`src/tkm_pkg.sv`:
```
// Package for the top-K maximum tracker: sizes, item types and state codes.
// No dependencies; used by the top level top_k_max_tracker.
`timescale 1ns / 1ps
`default_nettype none

package tkm_pkg;

    // Number of ranked entries the list can hold.
    localparam int CAPACITY  = 16;
    // Index into the list and a count that can reach CAPACITY.
    localparam int IDX_W     = (CAPACITY > 1) ? $clog2(CAPACITY) : 1;
    localparam int CNT_W     = $clog2(CAPACITY + 1);
    // Fixed field widths.
    localparam int TIME_W    = 32;
    localparam int TAG_W     = 16;
    localparam int STAMP_W   = 32;
    localparam int RANK_W    = 4;
    localparam int NUM_REC_W = 5;

    // One input item.
    typedef struct packed {
        logic [TIME_W-1:0]  elapsed_us;
        logic [TAG_W-1:0]   source_tag;
        logic [STAMP_W-1:0] stamp;
    } t_in_item;

    // One result item.
    typedef struct packed {
        logic [RANK_W-1:0]  rank;
        logic [TIME_W-1:0]  entry_elapsed;
        logic [TAG_W-1:0]   entry_tag;
        logic [STAMP_W-1:0] entry_stamp;
        logic               new_here;
        logic               last;
    } t_out_item;

    // One stored list entry.
    typedef struct packed {
        logic [TIME_W-1:0]  elapsed;
        logic [TAG_W-1:0]   tag;
        logic [STAMP_W-1:0] stamp;
    } t_entry;

    localparam int ENTRY_W = $bits(t_entry);

    // Controller states, one-hot.
    typedef enum logic [2:0] {
        ST_IDLE = 3'b001,
        ST_SCAN = 3'b010,
        ST_EMIT = 3'b100
    } t_state;

endpackage

`default_nettype wire

```
`src/top_k_max_tracker.sv`:
```
// An item scans the stored list one entry per cycle until it finds its slot or reaches the end,
// then rewrites and emits the list one entry per cycle; an item that finds no slot in a list
// already at its kept count is dropped. A new item is taken only while busy is low, so the
// block takes no item before it is through with the last; both passes walk through the single
// read port of the entry RAM. Results are registered and appear in the cycle after their
// entry is rewritten, in a continuous burst; the receiver cannot stall. Reset (synchronous,
// active low) empties the list and sets the kept count to one.
`timescale 1ns / 1ps
`default_nettype none

module top_k_max_tracker (
    input  wire logic               i_clk,
    input  wire logic               i_rst_n,
    input  wire logic               start,
    output logic                    busy,
    input  wire tkm_pkg::t_in_item  i_item,
    input  wire logic               i_cfg_we,
    input  wire logic [4:0]         i_cfg_data,
    output logic                    o_strobe,
    output tkm_pkg::t_out_item      o_result
);

    import tkm_pkg::*;

    t_state                r_state,       n_state;
    logic [IDX_W-1:0]      r_idx,         n_idx;
    logic [CNT_W-1:0]      r_pos,         n_pos;
    logic [CNT_W-1:0]      r_newcnt,      n_newcnt;
    logic [CNT_W-1:0]      r_fill,        n_fill;
    logic [CNT_W-1:0]      r_limit,       n_limit;
    logic [NUM_REC_W-1:0]  r_num_records;
    t_in_item              r_item,        n_item;
    t_entry                r_carry,       n_carry;
    logic                  r_strobe,      n_strobe;
    t_out_item             r_out,         n_out;

    logic                  accept;
    logic [CNT_W-1:0]      eff_limit;
    logic [CNT_W-1:0]      idx_ext;
    logic [CNT_W-1:0]      grow_cnt;
    logic                  hit;
    logic                  at_end;
    logic [IDX_W-1:0]      raddr;
    logic                  we;
    t_entry                wdata;
    t_entry                rd;
    t_entry                new_entry;

    assign accept    = start && !busy;
    assign busy      = (r_state != ST_IDLE);
    assign idx_ext   = CNT_W'(r_idx);
    assign new_entry = '{elapsed: r_item.elapsed_us, tag: r_item.source_tag,
                         stamp: r_item.stamp};

    // Kept count as used: zero acts as one, above capacity acts as capacity.
    always_comb begin
        if (r_num_records == '0) begin
            eff_limit = CNT_W'(1);
        end else if (int'(r_num_records) > CAPACITY) begin
            eff_limit = CNT_W'(CAPACITY);
        end else begin
            eff_limit = CNT_W'(r_num_records);
        end
    end

    // Scan compare and the list length after an insert.
    assign hit      = (r_item.elapsed_us > rd.elapsed);
    assign at_end   = (idx_ext == r_fill - CNT_W'(1));
    assign grow_cnt = (r_fill < r_limit) ? (r_fill + CNT_W'(1)) : r_limit;

    // Entry memory.
    tkm_ram #(
        .WIDTH (ENTRY_W),
        .DEPTH (CAPACITY)
    ) u_ram (
        .i_clk   (i_clk),
        .i_we    (we),
        .i_waddr (r_idx),
        .i_wdata (wdata),
        .i_raddr (raddr),
        .o_rdata (rd)
    );

    // Controller: scan for the slot, then shift, write back and emit; an item with no slot in a full list is dropped.
    always_comb begin
        n_state  = r_state;
        n_idx    = r_idx;
        n_pos    = r_pos;
        n_newcnt = r_newcnt;
        n_fill   = r_fill;
        n_limit  = r_limit;
        n_item   = r_item;
        n_carry  = r_carry;
        n_strobe = 1'b0;
        n_out    = r_out;
        raddr    = '0;
        we       = 1'b0;
        wdata    = new_entry;

        unique case (r_state)
            ST_IDLE: begin
                if (accept) begin
                    n_item  = i_item;
                    n_limit = eff_limit;
                    n_idx   = '0;
                    if (r_fill == '0) begin
                        n_pos    = '0;
                        n_newcnt = CNT_W'(1);
                        n_state  = ST_EMIT;
                    end else begin
                        n_state = ST_SCAN;
                    end
                end
            end
            ST_SCAN: begin
                if (hit) begin
                    n_pos    = idx_ext;
                    n_newcnt = grow_cnt;
                    n_idx    = '0;
                    n_state  = ST_EMIT;
                end else if (at_end) begin
                    n_idx = '0;
                    if (r_fill >= r_limit) begin
                        n_state = ST_IDLE;
                    end else begin
                        n_pos    = r_fill;
                        n_newcnt = grow_cnt;
                        n_state  = ST_EMIT;
                    end
                end else begin
                    n_idx = r_idx + IDX_W'(1);
                    raddr = r_idx + IDX_W'(1);
                end
            end
            ST_EMIT: begin
                raddr = r_idx + IDX_W'(1);
                // Above the slot the stored entry stays; below it the displaced one moves down.
                if (idx_ext < r_pos) begin
                    wdata = rd;
                end else if (idx_ext == r_pos) begin
                    wdata = new_entry;
                end else begin
                    wdata = r_carry;
                end
                we      = (idx_ext >= r_pos);
                n_carry = rd;

                n_strobe            = 1'b1;
                n_out.rank          = RANK_W'(r_idx);
                n_out.entry_elapsed = wdata.elapsed;
                n_out.entry_tag     = wdata.tag;
                n_out.entry_stamp   = wdata.stamp;
                n_out.new_here      = (idx_ext == r_pos);
                n_out.last          = (idx_ext == r_newcnt - CNT_W'(1));

                if (idx_ext == r_newcnt - CNT_W'(1)) begin
                    n_fill  = r_newcnt;
                    n_state = ST_IDLE;
                end else begin
                    n_idx = r_idx + IDX_W'(1);
                end
            end
            default: begin
                n_state = ST_IDLE;
            end
        endcase
    end

    // Control registers.
    always_ff @(posedge i_clk) begin
        if (!i_rst_n) begin
            r_state       <= ST_IDLE;
            r_fill        <= '0;
            r_strobe      <= 1'b0;
            r_num_records <= NUM_REC_W'(1);
        end else begin
            r_state  <= n_state;
            r_fill   <= n_fill;
            r_strobe <= n_strobe;
            if (i_cfg_we) begin
                r_num_records <= i_cfg_data;
            end
        end
    end

    // Payload registers.
    always_ff @(posedge i_clk) begin
        r_idx    <= n_idx;
        r_pos    <= n_pos;
        r_newcnt <= n_newcnt;
        r_limit  <= n_limit;
        r_item   <= n_item;
        r_carry  <= n_carry;
        r_out    <= n_out;
    end

    assign o_strobe = r_strobe;
    assign o_result = r_out;

    // The list never grows past its capacity.
    a_fill_bound: assert property (@(posedge i_clk) disable iff (!i_rst_n)
        int'(r_fill) <= CAPACITY)
        else $error("list fill count exceeds capacity");

    // A burst of results runs without gaps until its last item.
    a_burst: assert property (@(posedge i_clk) disable iff (!i_rst_n)
        o_strobe && !o_result.last |=> o_strobe)
        else $error("result burst broken before its last item");

    // The entry marked as new carries the elapsed time of the item just taken.
    a_new_value: assert property (@(posedge i_clk) disable iff (!i_rst_n)
        o_strobe && o_result.new_here |-> o_result.entry_elapsed == r_item.elapsed_us)
        else $error("new entry does not match the inserted item");

    // An accepted item always keeps the block busy in the next cycle.
    a_accept_busy: assert property (@(posedge i_clk) disable iff (!i_rst_n)
        accept |=> busy)
        else $error("accepted item did not start work");

    // Results only come out while the list is being rewritten or right after.
    a_strobe_src: assert property (@(posedge i_clk) disable iff (!i_rst_n)
        o_strobe |-> $past(r_state) == ST_EMIT)
        else $error("result emitted outside the emit pass");

endmodule

`default_nettype wire

```
`src/tkm_ram.sv`:
```
// Generic simple dual-port RAM: one write port, one read port, registered read data.
// No dependencies.
`timescale 1ns / 1ps
`default_nettype none

module tkm_ram #(
    parameter int WIDTH = 8,
    parameter int DEPTH = 16
) (
    input  wire logic                                       i_clk,
    input  wire logic                                       i_we,
    input  wire logic [((DEPTH > 1) ? $clog2(DEPTH) : 1)-1:0] i_waddr,
    input  wire logic [WIDTH-1:0]                           i_wdata,
    input  wire logic [((DEPTH > 1) ? $clog2(DEPTH) : 1)-1:0] i_raddr,
    output logic      [WIDTH-1:0]                           o_rdata
);

    logic [WIDTH-1:0] r_mem [DEPTH];

    // Write port.
    always_ff @(posedge i_clk) begin
        if (i_we) begin
            r_mem[i_waddr] <= i_wdata;
        end
    end

    // Read port with registered read data.
    always_ff @(posedge i_clk) begin
        o_rdata <= r_mem[i_raddr];
    end

endmodule

`default_nettype wire
```
`config.mk`:
```
export PLATFORM = sky130hd
export DESIGN_NAME = top_k_max_tracker
export DESIGN_NICKNAME = d
export VERILOG_FILES = /design/src/tkm_pkg.sv /design/src/top_k_max_tracker.sv /design/src/tkm_ram.sv
export SDC_FILE = /design/constraint.sdc
export NUM_CORES = 2
export LEC_CHECK = 0
export BUFFER_PORTS_ARGS = -buffer_cell sky130_fd_sc_hd__buf_2
export CAP_MARGIN = 20
export CORE_UTILIZATION = 30
export CTS_BUF_LIST = sky130_fd_sc_hd__clkbuf_4
export CTS_CLUSTER_SIZE = 30
export DETAILED_ROUTE_END_ITERATION = 10
export GPL_ROUTABILITY_DRIVEN = 0
export GPL_TIMING_DRIVEN = 0
export MAX_ROUTING_LAYER = met4
export REMOVE_ABC_BUFFERS = 1
export SETUP_SLACK_MARGIN = 0.2
export SLEW_MARGIN = 10
export SYNTH_ARGS = -nofsm -noshare
export SYNTH_HDL_FRONTEND = slang
export SYNTH_SLANG_ARGS = --single-unit
```
`constraint.sdc`:
```
create_clock -name i_clk -period 8.6 [get_ports i_clk]
set_input_delay 2.15 -clock i_clk [delete_from_list [all_inputs] [get_ports i_clk]]
set_output_delay 2.15 -clock i_clk [all_outputs]
set_load 0.01 [all_outputs]
```
==> run_results.csv <==
group,metric,value,unit
drt,vias_per_cell,5.036,
clock_tree,cts_resized,0,
sta,fmax,0.1842,GHz
critical_path,cp_cell_sequence,"ha_1, nand4_1, nor4_1, and3_1, a211oi_1, a211oi_4, buf_8, nand3_4, buf_16, buf_12, or4_1, nand4_1",
synth,ys_seq_area_share,77.72,%
layout,drive_gt1_share,24.09,%
clock_tree,cts_inserted_buffers,426,
synth,netlist_area,62110,um^2
synth,synth-xor-area-share,0.2256,%
drt,num_vias,37660,
floorplanning,core_area,205200,um^2
floorplanning,dieArea,208900,um^2
floorplanning,die_h,457.0,um
drt,final_antenna_net_count,0,
pwr,swShare,25.98,%
clock_tree,cts_hold_buf,0,
clock_tree,ctsLongestPathBuffers,4,
sta,setup_violations,0,
synth,synth-compound-area-share,6.520,%
synth,muxShareOfSynthArea,4.238,%
critical_path,r2r_slack,3.17,ns
placement,hpwl,102900,um
global_routing,antenna_found_initial,13,
synth,synth_top_family_by_area,"simple AND/OR/NAND/NOR gates",
synth,synth_edf_count,1545,
pwr,peakVddDrop,0.1657,mV
sta,finalCritPeriodShare,63.14,%
sta,worst_slew_pin_slew,0.9327,ns
clock_tree,clk_latency,1.35,ns
layout,area_growth_syn_to_layout,19.79,%
clock_tree,htreeDepth,5,
global_routing,grt_max_degree,101,
synth,synthFlopType,"edfxtp_1",
synth,ys_warn_count,0,
drt,wire_per_inst,22.87,um
sta,slew_violations,0,
placement,port_buffers,176,
drt,drt-initial-drc-count,3941,
critical_path,crit_fanout,33,
synth,syn_area_per_cell,15.97,um^2
flow_run,cap_violations,0,
layout,final_common_cell,"edfxtp_1",
synth,synthesis.instances,3890,
critical_path,ff2ff_path_depth,12,
floorplanning,io_pins,177,
sta,fin_skew,0.1363,ns
synth,ys_seq_elements,1639,
min_path,holdCritPathClass,"reg2reg",
critical_path,reg2reg_to,"u_ram.o_rdata[67]",
critical_path,critical_path_class,"reg2reg",
clock_tree,clk_pin_slew,0.07,ns
sta,rsz0062_at_grt,"false",
global_routing,overflow,0,
pwr,p_comb_share,12.0,%
pwr,power_frac_clock,36.5,%
critical_path,crit_slowest_cell,"nor4_1",
layout,most-common-layout-cells,"edfxtp_1, clkbuf_4, nor2_1",
pwr,p_sw,4.715,mW
floorplanning,die_x,457.0,um
synth,async_flop_share,0,%
critical_path,regToRegStartpoint,"new_entry[55]",
global_routing,grt_pass1_vias,37220,
critical_path,cp.arrival,6.59,ns
critical_path,slowest_delay,0.83,ns
pwr,total_power,18.15,mW
floorplanning,initial_core_util,30.27,%
synth,synth_fa_ha_area_share,1.027,%
clock_tree,cts_tree,"yes",
pwr,power_frac_seq,51.5,%
sta,setup_tns,0,ns
min_path,min_to,"r_carry[3]",
global_routing,grt_pass1_wl,248400,um
synth,synthDistinctLibCells,52,
pwr,p_per_area,243.9,nW/um^2
clock_tree,cts_root_buf,"clkbuf_4",
drt,drt_pass1_iterations,5,
clock_tree,clock-sinks,1639,
synth,synthSimpleGateAreaFrac,7.836,%
clock_tree,cts_setup_buffers,0,
sta,hold_violations,0,
critical_path,cp_common_cell,"nand4_1",
pwr,internal_power,13.43,mW
sta,finalCriticalPeriod,5.430,ns
critical_path,crit_path_end_kind,"flip-flop",
run_status,status,"complete, no violations",
min_path,min-delay-start,"u_ram.o_rdata[3]",
global_routing,grt.total_usage,16.46,%
pwr,leakage,24.74,nW
min_path,worstHoldPathCells,0,
layout,nets,4576,
drt,routed_wl,171000,um
floorplanning,rows,166,
critical_path,critPathRequiredTime,9.76,ns
drt,drc,0,
sta,max_slew_margin,37.82,%
critical_path,start_kind,"flip-flop",
## how the worst max path moves through the flow
| stage | endpoint | startpoint | slack [ns] |
|---|---|---|---|
| after floorplan | u_ram.r_mem[3][0] | r_idx[0] | -11.91 |
| after global placement | u_ram.r_mem[1][14] | r_idx[0] | -32.85 |
| after detailed placement | u_ram.o_rdata[26] | new_entry[55] | 3.27 |
| after CTS | u_ram.o_rdata[67] | new_entry[55] | 3.20 |
| after global routing | u_ram.o_rdata[67] | new_entry[55] | 2.99 |
| final | u_ram.o_rdata[67] | new_entry[55] | 3.17 |
## area by class of cell
cell class	instances	area, um^2
sequential	1639	48280
timing repair buffer	357	4250
multi-input combinational	1878	12550
tap	2688	3363
fill	19250	130800
inverter	134	515.5
clock inverter	109	484.2
clock buffer	656	4925
antenna	16	40.04
## flip-flops by register name, summed over array words and instances, names as in the netlist, 4 cells and up
signal	count
u_ram.r_mem	1280
o_result	86
new_entry	80
r_carry	80
u_ram.o_rdata	80
r_fill	5
r_limit	5
r_newcnt	5
r_num_records	5
r_pos	5
r_idx	4
## kinds of logic (layout without fill, tap and decap cells)
family | count (synthesis) | in the layout
mux | 253 | 253
fa+ha+maj | 51 | 51
xor+xnor | 16 | 16
other cells | 0 | 16
simple gates | 933 | 933
flops | 1639 | 1639
buf+inv | 373 | 1256
compound gates | 625 | 625
## power by group through the flow
stage / Clock [mW] / Sequential [mW] / Combinational [mW]
after floorplan: 0 / 9.53 / 1.26
after global placement: 0 / 9.64 / 2.14
after detailed placement: 0 / 9.52 / 2.17
after CTS: 6.79 / 9.35 / 2.18
after global routing: 7.19 / 9.36 / 2.35
final: 6.62 / 9.35 / 2.18
## per-layer routing
metal  global-route usage (%)  vias up  part of all wire, %
met5                        -        -                    0
met1                    21.77    18920                   43
met4                    4.646        0                  1.9
li1                         -    16700                    -
met2                    25.68     1764                   47
met3                    3.233      277                  8.2
## Yosys cell counts (2+ instances only)
cell,count,area (um^2)
edfxtp_1,1545,46390
nor2_1,358,1344
o22ai_1,242,1514
clkbuf_1,187,701.9
a21oi_1,181,905.9
mux2i_1,173,1732
or4_1,161,1209
inv_1,134,503.0
dfxtp_1,94,1882
nand3_1,91,455.4
nor3_1,87,435.4
nand4_1,86,538.0
nand2b_1,85,531.8
o211ai_1,83,623.1
mux2_2,80,900.9
o2111ai_1,80,700.7
ha_1,51,638.1
nand2_1,26,97.59
buf_2,22,110.1
buf_1,19,71.32
xnor2_1,14,122.6
and3_1,13,81.33
nor2b_1,12,75.07
buf_6,11,123.9
o21ai_0,10,50.05
and2_1,6,37.54
a211oi_1,5,37.54
a2111o_1,2,22.52
a221oi_1,2,17.52
a31oi_1,2,12.51
nor3b_1,2,15.01
nor4_1,2,12.51
o2111ai_2,2,30.03
o21a_1,2,15.01
o21bai_1,2,15.01
xor2_1,2,17.52
## worst max-delay path: cells and delay by family, from the launching register on
family                     cells  cell delay [ns]
AOI/OAI and AO/OA              2             0.85
DFF                            1             0.50
adders and majority gates      1             0.36
and+or+nand+nor                6             2.64
buffers and inverters          3             0.90
## stage by stage
stage / setup slack [ns] / instance area [um^2] / utilization (%) / hold WS [ns] / instances
4_1_cts: 3.197 / 74360 / 36.24 / 0.3042 / 7460
2_1_floorplan: -11.91 / 61110 / - / 0.4090 / 3651
3_3_place_gp: -32.85 / 65350 / 31.85 / 0.4189 / 6515
6_report: 3.170 / 74410 / 36.26 / 0.3248 / 7477
3_5_place_dp: 3.274 / 68950 / 33.60 / 0.4154 / 6695
5_1_grt: 2.986 / 74400 / 36.26 / 0.3373 / 7475
Note: power is estimated with default switching activity, not from simulation.
